File: src/sv/vaos_pkg.sv
// vaos_pkg: shared types and constants of the voice allocator
// used by voice_allocator_oldest_steal_core, no dependencies
`default_nettype none

package vaos_pkg;

    localparam int VOICES = 16;
    localparam int IDX_W  = $clog2(VOICES);
    localparam int CNT_W  = $clog2(VOICES + 1);
    localparam int MASK_W = 16;
    localparam int SLOT_W = 4;
    localparam int NOTE_W = 7;
    localparam int CHAN_W = 4;
    localparam int ORD_W  = 32;
    localparam int FUNC_W = 3;

    localparam logic [FUNC_W-1:0] FN_NOTE_ON  = 3'd0;
    localparam logic [FUNC_W-1:0] FN_NOTE_OFF = 3'd1;
    localparam logic [FUNC_W-1:0] FN_FINISHED = 3'd2;
    localparam logic [FUNC_W-1:0] FN_ALL_OFF  = 3'd3;
    localparam logic [FUNC_W-1:0] FN_CLEAR    = 3'd4;

    typedef struct packed {
        logic [NOTE_W-1:0] note;
        logic [CHAN_W-1:0] chan;
        logic [ORD_W-1:0]  order;
    } t_entry;

    typedef enum logic [1:0] {
        ST_IDLE,
        ST_SCAN,
        ST_FINISH
    } t_state;

endpackage

`default_nettype wire

File: src/sv/vaos_ram.sv
// vaos_ram: generic single-write, single-read ram with registered read data
// standalone, no package dependency
`default_nettype none

module vaos_ram #(
    parameter int WIDTH = 8,
    parameter int DEPTH = 16
) (
    input  wire logic                     i_clk,
    input  wire logic                     i_we,
    input  wire logic [$clog2(DEPTH)-1:0] i_waddr,
    input  wire logic [WIDTH-1:0]         i_wdata,
    input  wire logic [$clog2(DEPTH)-1:0] i_raddr,
    output logic      [WIDTH-1:0]         o_rdata
);

    logic [WIDTH-1:0] r_mem [DEPTH];

    always_ff @(posedge i_clk) begin
        if (i_we) begin
            r_mem[i_waddr] <= i_wdata;
        end
        o_rdata <= r_mem[i_raddr];
    end

endmodule

`default_nettype wire

File: src/sv/voice_allocator_oldest_steal_core.sv
// voice_allocator_oldest_steal_core: polyphonic voice allocator, oldest-note stealing
// depends on vaos_pkg and vaos_ram (note, channel and start order per voice)
//
// channel | signals                                        | direction
// request | start, busy, i_func, i_note_number,             | in
//         | i_midi_channel, i_finished_slot                |
// result  | o_result_strobe, o_assigned_slot, o_was_stolen, | out
//         | o_released_mask, o_active_mask                 |
//
// note on with a free voice, finished, all off, clear, other codes: result in the cycle after start
// note on with all voices busy and note off: scan of the voice ram, one entry a
// cycle through its registered read port, then a finish step that registers the result
// busy is high during the scan and the finish step; results are single-cycle strobes, no backpressure
// synchronous active-low reset frees all voices and zeroes the start counter
`default_nettype none

module voice_allocator_oldest_steal_core
    import vaos_pkg::*;
(
    input  wire logic              i_clk,
    input  wire logic              i_rst_n,
    input  wire logic              start,
    output logic                   busy,
    input  wire logic [FUNC_W-1:0] i_func,
    input  wire logic [NOTE_W-1:0] i_note_number,
    input  wire logic [CHAN_W-1:0] i_midi_channel,
    input  wire logic [SLOT_W-1:0] i_finished_slot,
    output logic                   o_result_strobe,
    output logic [SLOT_W-1:0]      o_assigned_slot,
    output logic                   o_was_stolen,
    output logic [MASK_W-1:0]      o_released_mask,
    output logic [MASK_W-1:0]      o_active_mask
);

    t_state              r_state, n_state;
    logic [VOICES-1:0]   r_active, n_active;
    logic [ORD_W-1:0]    r_ctr, n_ctr;
    logic [NOTE_W-1:0]   r_note, n_note;
    logic [CHAN_W-1:0]   r_chan, n_chan;
    logic                r_is_on, n_is_on;
    logic [CNT_W-1:0]    r_cnt, n_cnt;
    logic                r_rd_vld, n_rd_vld;
    logic [IDX_W-1:0]    r_rd_idx, n_rd_idx;
    logic [IDX_W-1:0]    r_best_idx, n_best_idx;
    logic [ORD_W-1:0]    r_best_ord, n_best_ord;
    logic [VOICES-1:0]   r_released, n_released;
    logic                r_strobe, n_strobe;
    logic [SLOT_W-1:0]   r_slot, n_slot;
    logic                r_stolen, n_stolen;
    logic [MASK_W-1:0]   r_rel_out, n_rel_out;
    logic [MASK_W-1:0]   r_act_out, n_act_out;

    logic                accept;
    logic                free_any;
    logic [IDX_W-1:0]    free_idx;
    logic                ram_we;
    logic [IDX_W-1:0]    ram_waddr;
    t_entry              ram_wdata;
    t_entry              ram_rdata;

    assign busy     = (r_state != ST_IDLE);
    assign accept   = start && !busy;
    assign free_any = !(&r_active);

    // lowest free voice
    always_comb begin
        free_idx = '0;
        for (int i = VOICES - 1; i >= 0; i--) begin
            if (!r_active[i]) begin
                free_idx = IDX_W'(i);
            end
        end
    end

    vaos_ram #(
        .WIDTH ($bits(t_entry)),
        .DEPTH (VOICES)
    ) u_voice_ram (
        .i_clk   (i_clk),
        .i_we    (ram_we),
        .i_waddr (ram_waddr),
        .i_wdata (ram_wdata),
        .i_raddr (r_cnt[IDX_W-1:0]),
        .o_rdata (ram_rdata)
    );

    // next state
    always_comb begin
        n_state = r_state;
        unique case (r_state)
            ST_IDLE: begin
                if (accept) begin
                    if ((i_func == FN_NOTE_ON && !free_any) || i_func == FN_NOTE_OFF) begin
                        n_state = ST_SCAN;
                    end
                end
            end
            ST_SCAN: begin
                if (r_rd_vld && r_rd_idx == IDX_W'(VOICES - 1)) begin
                    n_state = ST_FINISH;
                end
            end
            ST_FINISH: begin
                n_state = ST_IDLE;
            end
            default: begin
                n_state = ST_IDLE;
            end
        endcase
    end

    // datapath and outputs
    always_comb begin
        n_active   = r_active;
        n_ctr      = r_ctr;
        n_note     = r_note;
        n_chan     = r_chan;
        n_is_on    = r_is_on;
        n_cnt      = r_cnt;
        n_rd_vld   = 1'b0;
        n_rd_idx   = r_rd_idx;
        n_best_idx = r_best_idx;
        n_best_ord = r_best_ord;
        n_released = r_released;
        n_strobe   = 1'b0;
        n_slot     = '0;
        n_stolen   = 1'b0;
        n_rel_out  = '0;
        ram_we     = 1'b0;
        ram_waddr  = free_idx;
        ram_wdata  = '{note: i_note_number, chan: i_midi_channel, order: r_ctr};

        unique case (r_state)
            ST_IDLE: begin
                n_cnt      = '0;
                n_released = '0;
                if (accept) begin
                    n_note  = i_note_number;
                    n_chan  = i_midi_channel;
                    n_is_on = (i_func == FN_NOTE_ON);
                    case (i_func)
                        FN_NOTE_ON: begin
                            if (free_any) begin
                                ram_we             = 1'b1;
                                n_active[free_idx] = 1'b1;
                                n_ctr              = r_ctr + 1'b1;
                                n_strobe           = 1'b1;
                                n_slot             = SLOT_W'(free_idx);
                            end
                        end
                        FN_NOTE_OFF: begin
                        end
                        FN_FINISHED: begin
                            if (int'(i_finished_slot) < VOICES) begin
                                n_active[i_finished_slot[IDX_W-1:0]] = 1'b0;
                            end
                            n_strobe = 1'b1;
                        end
                        FN_ALL_OFF: begin
                            n_rel_out = MASK_W'(r_active);
                            n_strobe  = 1'b1;
                        end
                        FN_CLEAR: begin
                            n_active = '0;
                            n_ctr    = '0;
                            n_strobe = 1'b1;
                        end
                        default: begin
                            n_strobe = 1'b1;
                        end
                    endcase
                end
            end
            ST_SCAN: begin
                if (r_cnt < CNT_W'(VOICES)) begin
                    n_cnt    = r_cnt + 1'b1;
                    n_rd_vld = 1'b1;
                    n_rd_idx = r_cnt[IDX_W-1:0];
                end
                if (r_rd_vld) begin
                    if (r_is_on) begin
                        if (r_rd_idx == '0 || ram_rdata.order < r_best_ord) begin
                            n_best_idx = r_rd_idx;
                            n_best_ord = ram_rdata.order;
                        end
                    end else if (r_active[r_rd_idx] && ram_rdata.note == r_note
                                 && ram_rdata.chan == r_chan) begin
                        n_released[r_rd_idx] = 1'b1;
                    end
                end
            end
            ST_FINISH: begin
                n_strobe = 1'b1;
                if (r_is_on) begin
                    ram_we    = 1'b1;
                    ram_waddr = r_best_idx;
                    ram_wdata = '{note: r_note, chan: r_chan, order: r_ctr};
                    n_ctr     = r_ctr + 1'b1;
                    n_slot    = SLOT_W'(r_best_idx);
                    n_stolen  = 1'b1;
                end else begin
                    n_rel_out = MASK_W'(r_released);
                end
            end
            default: begin
            end
        endcase

        n_act_out = MASK_W'(n_active);
    end

    always_ff @(posedge i_clk) begin
        if (!i_rst_n) begin
            r_state  <= ST_IDLE;
            r_active <= '0;
            r_ctr    <= '0;
            r_cnt    <= '0;
            r_rd_vld <= 1'b0;
            r_strobe <= 1'b0;
        end else begin
            r_state  <= n_state;
            r_active <= n_active;
            r_ctr    <= n_ctr;
            r_cnt    <= n_cnt;
            r_rd_vld <= n_rd_vld;
            r_strobe <= n_strobe;
        end
    end

    always_ff @(posedge i_clk) begin
        r_note     <= n_note;
        r_chan     <= n_chan;
        r_is_on    <= n_is_on;
        r_rd_idx   <= n_rd_idx;
        r_best_idx <= n_best_idx;
        r_best_ord <= n_best_ord;
        r_released <= n_released;
        if (n_strobe) begin
            r_slot    <= n_slot;
            r_stolen  <= n_stolen;
            r_rel_out <= n_rel_out;
            r_act_out <= n_act_out;
        end
    end

    assign o_result_strobe = r_strobe;
    assign o_assigned_slot = r_slot;
    assign o_was_stolen    = r_stolen;
    assign o_released_mask = r_rel_out;
    assign o_active_mask   = r_act_out;

    // a stolen voice means every voice was active
    a_steal_full: assert property (@(posedge i_clk) disable iff (!i_rst_n)
        (o_result_strobe && o_was_stolen) |-> (o_active_mask == MASK_W'({VOICES{1'b1}})))
        else $error("steal reported with a free voice");

    // released voices are always active ones
    a_rel_active: assert property (@(posedge i_clk) disable iff (!i_rst_n)
        o_result_strobe |-> ((o_released_mask & ~o_active_mask) == '0))
        else $error("released voice not active");

    // the finish step only follows a completed scan
    a_finish_after_scan: assert property (@(posedge i_clk) disable iff (!i_rst_n)
        (r_state == ST_FINISH) |-> ($past(r_state) == ST_SCAN && $past(r_rd_vld)))
        else $error("finish without scan");

    // a result only follows an accepted request or the finish step
    a_strobe_cause: assert property (@(posedge i_clk) disable iff (!i_rst_n)
        $rose(o_result_strobe) |-> ($past(accept) || $past(r_state) == ST_FINISH))
        else $error("result without request");

endmodule

`default_nettype wire
File: config.mk
export PLATFORM = sky130hd
export DESIGN_NAME = voice_allocator_oldest_steal_core
export DESIGN_NICKNAME = d
export VERILOG_FILES = /design/src/sv/vaos_pkg.sv /design/src/sv/vaos_ram.sv /design/src/sv/voice_allocator_oldest_steal_core.sv
export SDC_FILE = /design/constraint.sdc
export NUM_CORES = 1
export LEC_CHECK = 0
export BUFFER_PORTS_ARGS = -buffer_cell sky130_fd_sc_hd__clkbuf_2
export CORE_MARGIN = 2
export CORE_UTILIZATION = 60
export CTS_BUF_LIST = sky130_fd_sc_hd__clkbuf_16
export DETAILED_ROUTE_END_ITERATION = 8
export PLACE_DENSITY_LB_ADDON = 0.08
export SKIP_LAST_GASP = 1
export SLEW_MARGIN = 20
export SYNTH_ARGS = -nofsm -noshare
export SYNTH_HDL_FRONTEND = slang
export SYNTH_HIERARCHICAL = 1
export SYNTH_SLANG_ARGS = --single-unit
File: constraint.sdc
create_clock -name i_clk -period 7.3 [get_ports i_clk]
set_input_delay 0.365 -clock i_clk [delete_from_list [all_inputs] [get_ports i_clk]]
set_output_delay 0.365 -clock i_clk [all_outputs]
set_load 0.03 [all_outputs]
==> out/qor.csv <==
stage;metric;value;unit
clocking;cts_root_buf;clkbuf_16;
power_and_ir_drop;ir_drop;0.197;mV
logic_synthesis;ys_seq_area_frac;0.743;
logic_synthesis;synth_top_cell_by_area;edfxtp_1;
floorplanning;die_area;0.0598;sq mm
worst_setup_path;crit_top_cell;inv_1;
power_and_ir_drop;power;9.93;mW
logic_synthesis;ys_seq_elements;893;
final_layout;nFillCells;3810;
sta;finalSetupTns;0;ps
job;maxCapViolCount;0;
floorplanning;dieHeight;245;um
logic_synthesis;yosysUniqueCellTypes;64;
clocking;clkLatencyLatePin;640;ps
final_layout;drive_gt1_frac;0.204;
logic_synthesis;syn_area;0.0347;sq mm
power_and_ir_drop;p_switching;1.99;mW
power_and_ir_drop;power.internal;7.94;mW
worst_setup_path;path_cells;inv_1 -> nand3_1 -> inv_1 -> o21ai_1 -> nand2b_1 -> nor2_4 -> buf_4;
clocking;clk_transition_reported_paths;70;ps
final_layout;final_area;0.0388;sq mm
place;gp_congestion;0.908;
sta;maxSlewViolCount;0;
final_layout;syn2layout_area_growth;11.7;%
sta;slew-limit-headroom;0.282;
sta;hold_viol_final;0;
clocking;post_cts_buffers;0;
sta;fmax;0.217;GHz
grt;grt_pass1_wl;116000;um
sta;skew;20.9;ps
worst_setup_path;path_class;reg -> reg;
clocking;max-clock-path-buffers;3;
logic_synthesis;synth_top_family_by_area;multiplexers;
sta;rsz0062_at_grt;no;
routing;drtPass1Iterations;6;
routing;drc;0;
logic_synthesis;synthTopCellsByArea;edfxtp_1, mux4_2, dfxtp_1;
clocking;cts_resized;0;
power_and_ir_drop;p_sw_frac;0.201;
logic_synthesis;synth-simple-area-share;0.0476;
routing;num_vias;18333;
worst_setup_path;crit_fanout;26;
routing;ant_nets;0;
status;outcome;completed;
grt;grt_pass1_vias;18187;
logic_synthesis;synth_edf_count;793;
floorplanning;start_util;0.604;
floorplanning;io_pins;60;
logic_synthesis;syn_nets;1967;
logic_synthesis;yosysMostFrequentCell;edfxtp_1;
logic_synthesis;synth_common_cells;edfxtp_1, mux4_2, nand2_1;
logic_synthesis;synth_compound_area_frac;0.0591;
worst_setup_path;crit_path_end_kind;flip-flop;
clocking;htreeDepth;3;
routing;via_per_inst;6.44;
logic_synthesis;avgSynthCellArea;18.2;sq um
clocking;cts_tree;yes;
floorplanning;core;0.0575;sq mm
logic_synthesis;synth_warnings;6;
clocking;cts_sinks;893;
logic_synthesis;synthMuxAreaShare;0.114;
routing;drt_wl_total;78400;um
grt;antenna_found_initial;1;
worst_setup_path;required;7600;ps
power_and_ir_drop;combPwrFrac;0.019;
place;port_buffers;59;
power_and_ir_drop;power_density;256;mW/mm^2
logic_synthesis;postSynth.asyncResetShare;0;
logic_synthesis;synth_cells;1913;
worst_hold_path;hp-class;in -> reg;
worst_setup_path;critPathSlowestCell;nor2_4;
final_layout;final_nets;2064;
worst_setup_path;worstPathArrival;4900;ps
power_and_ir_drop;clockPowerShare;0.421;
routing;drt_iter0_drc;1920;
worst_setup_path;slowest_delay;920;ps
sta;tightest_slew;1080;ps
sta;fin_crit;4600;ps
grt;track_usage;0.269;
power_and_ir_drop;pwr-share-seq;0.560;
logic_synthesis;synth_xor_area_frac;0.00479;
logic_synthesis;synthAdderAreaFrac;0.0119;
sta;setup_violations;0;
grt;grt_max_degree;124;
grt;gr-total-overflow;0;
power_and_ir_drop;leakage;12.8;nW
routing;wl_per_cell;27.5;um
worst_setup_path;r2r_setup_slack;2700;ps
worst_setup_path;start_kind;flip-flop;
logic_synthesis;synth_top_flop_cell;edfxtp_1;
place;hpwl;47100;um
logic_synthesis;synth_top_cell_area_share;0.686;
clocking;cts_buffers;87;
sta;fin_crit_sh;0.630;
floorplanning;die_w;245;um
place;dpl_cell_area;0.0360;sq mm
floorplanning;num_rows;88;
==> layout make-up <==
type	count	area [sq um]	area share
Timing Repair Buffer	104	706	0.0182
Multi-Input combinational cell	874	8430	0.217
Tap cell	765	957	0.0247
Inverter	50	188	0.00484
Clock buffer	88	2200	0.0568
Clock inverter	72	473	0.0122
Sequential cell	893	25800	0.666
Antenna cell	1	2.50	0.0000645
==> layer usage <==
layer	wire, um	track usage	up-vias
met3	6820	0.0610	109
met4	1860	0.0864	0
met5	0	0	-
met2	37400	0.417	756
li1	-	-	7956
met1	32300	0.384	9512
==> flip-flops by register name (all words and copies together) (netlist names), 5 cells and up <==
| signal | flops |
|---|---|
| r_active | 16 |
| r_released | 16 |
| u_voice_ram/r_mem | 688 |
| r_ctr | 32 |
| o_released_mask | 16 |
| r_best_ord | 32 |
| r_note | 7 |
| u_voice_ram/o_rdata | 43 |
| o_active_mask | 16 |
| r_cnt | 5 |
==> final timing paths <==
| path | end | cells after the start | start |
|---|---|---|---|
| max | u_voice_ram/r_mem[5][30] | 7 | r_state[0] |
| min reg2reg | r_best_ord[0] | 0 | u_voice_ram/o_rdata[0] |
| max reg2reg | u_voice_ram/r_mem[5][30] | 7 | r_state[0] |
| min | r_active[7] | 3 | i_rst_n |
==> worst max-delay path, delay by kind of cell (launching register included) <==
| family | cells | cell delay [ps] |
|---|---|---|
| and+or+nand+nor | 3 | 1850 |
| buffers and inverters | 3 | 1110 |
| AOI/OAI and AO/OA | 1 | 720 |
| DFF | 1 | 550 |
==> layout by cell type, fill, tap and decap left out, types with 16 or more instances in the layout <==
| master | count |
|---|---|
| a21oi_1 | 62 |
| a22o_1 | 16 |
| a22oi_1 | 87 |
| a31oi_1 | 16 |
| buf_4 | 31 |
| clkbuf_16 | 88 |
| clkbuf_2 | 59 |
| clkinv_1 | 17 |
| clkinv_2 | 19 |
| dfxtp_1 | 98 |
| edfxtp_1 | 793 |
| ha_1 | 33 |
| inv_1 | 74 |
| mux4_2 | 176 |
| nand2_1 | 130 |
| nand3_1 | 27 |
| nand4_1 | 21 |
| nor2_1 | 54 |
| o21ai_0 | 42 |
| o31ai_1 | 16 |
==> stage by stage <==
step / hold slack (ps) / utilization / setup slack [ps] / std cells
after CTS: 242 / 0.675 / 2240 / 2846
final: 264 / 0.675 / 2700 / 2847
after global placement: 417 / 0.626 / 2410 / 2674
after floorplan: 409 / - / 1090 / 1913
after global routing: 298 / 0.675 / 2430 / 2846
after detailed placement: 417 / 0.626 / 2320 / 2675
==> power by group through the flow <==
stage	sequential, mW	combinational [mW]	clock (mW)
after floorplan	5.68	0.104	0
final	5.56	0.189	4.18
after global routing	5.56	0.205	4.46
after detailed placement	5.67	0.185	0
after CTS	5.56	0.190	4.27
after global placement	5.67	0.182	0
==> repair_timing <==
item                                   4_1_cts  5_1_grt
endpoints found under the hold margin       11        0
setup endpoints to repair                    0        0
hold buffers                                11        0
==> cell families (layout without fill, tap and decap cells) <==
family | Yosys count | in the layout
adder cells (fa/ha/maj) | 33 | 33
flip-flops | 893 | 893
buffers and inverters | 146 | 314
other | 0 | 1
AO/OA/AOI/OAI | 302 | 302
multiplexers | 177 | 177
XOR/XNOR | 19 | 19
AND/OR/NAND/NOR | 343 | 343
(Power assumes the default switching activity.)
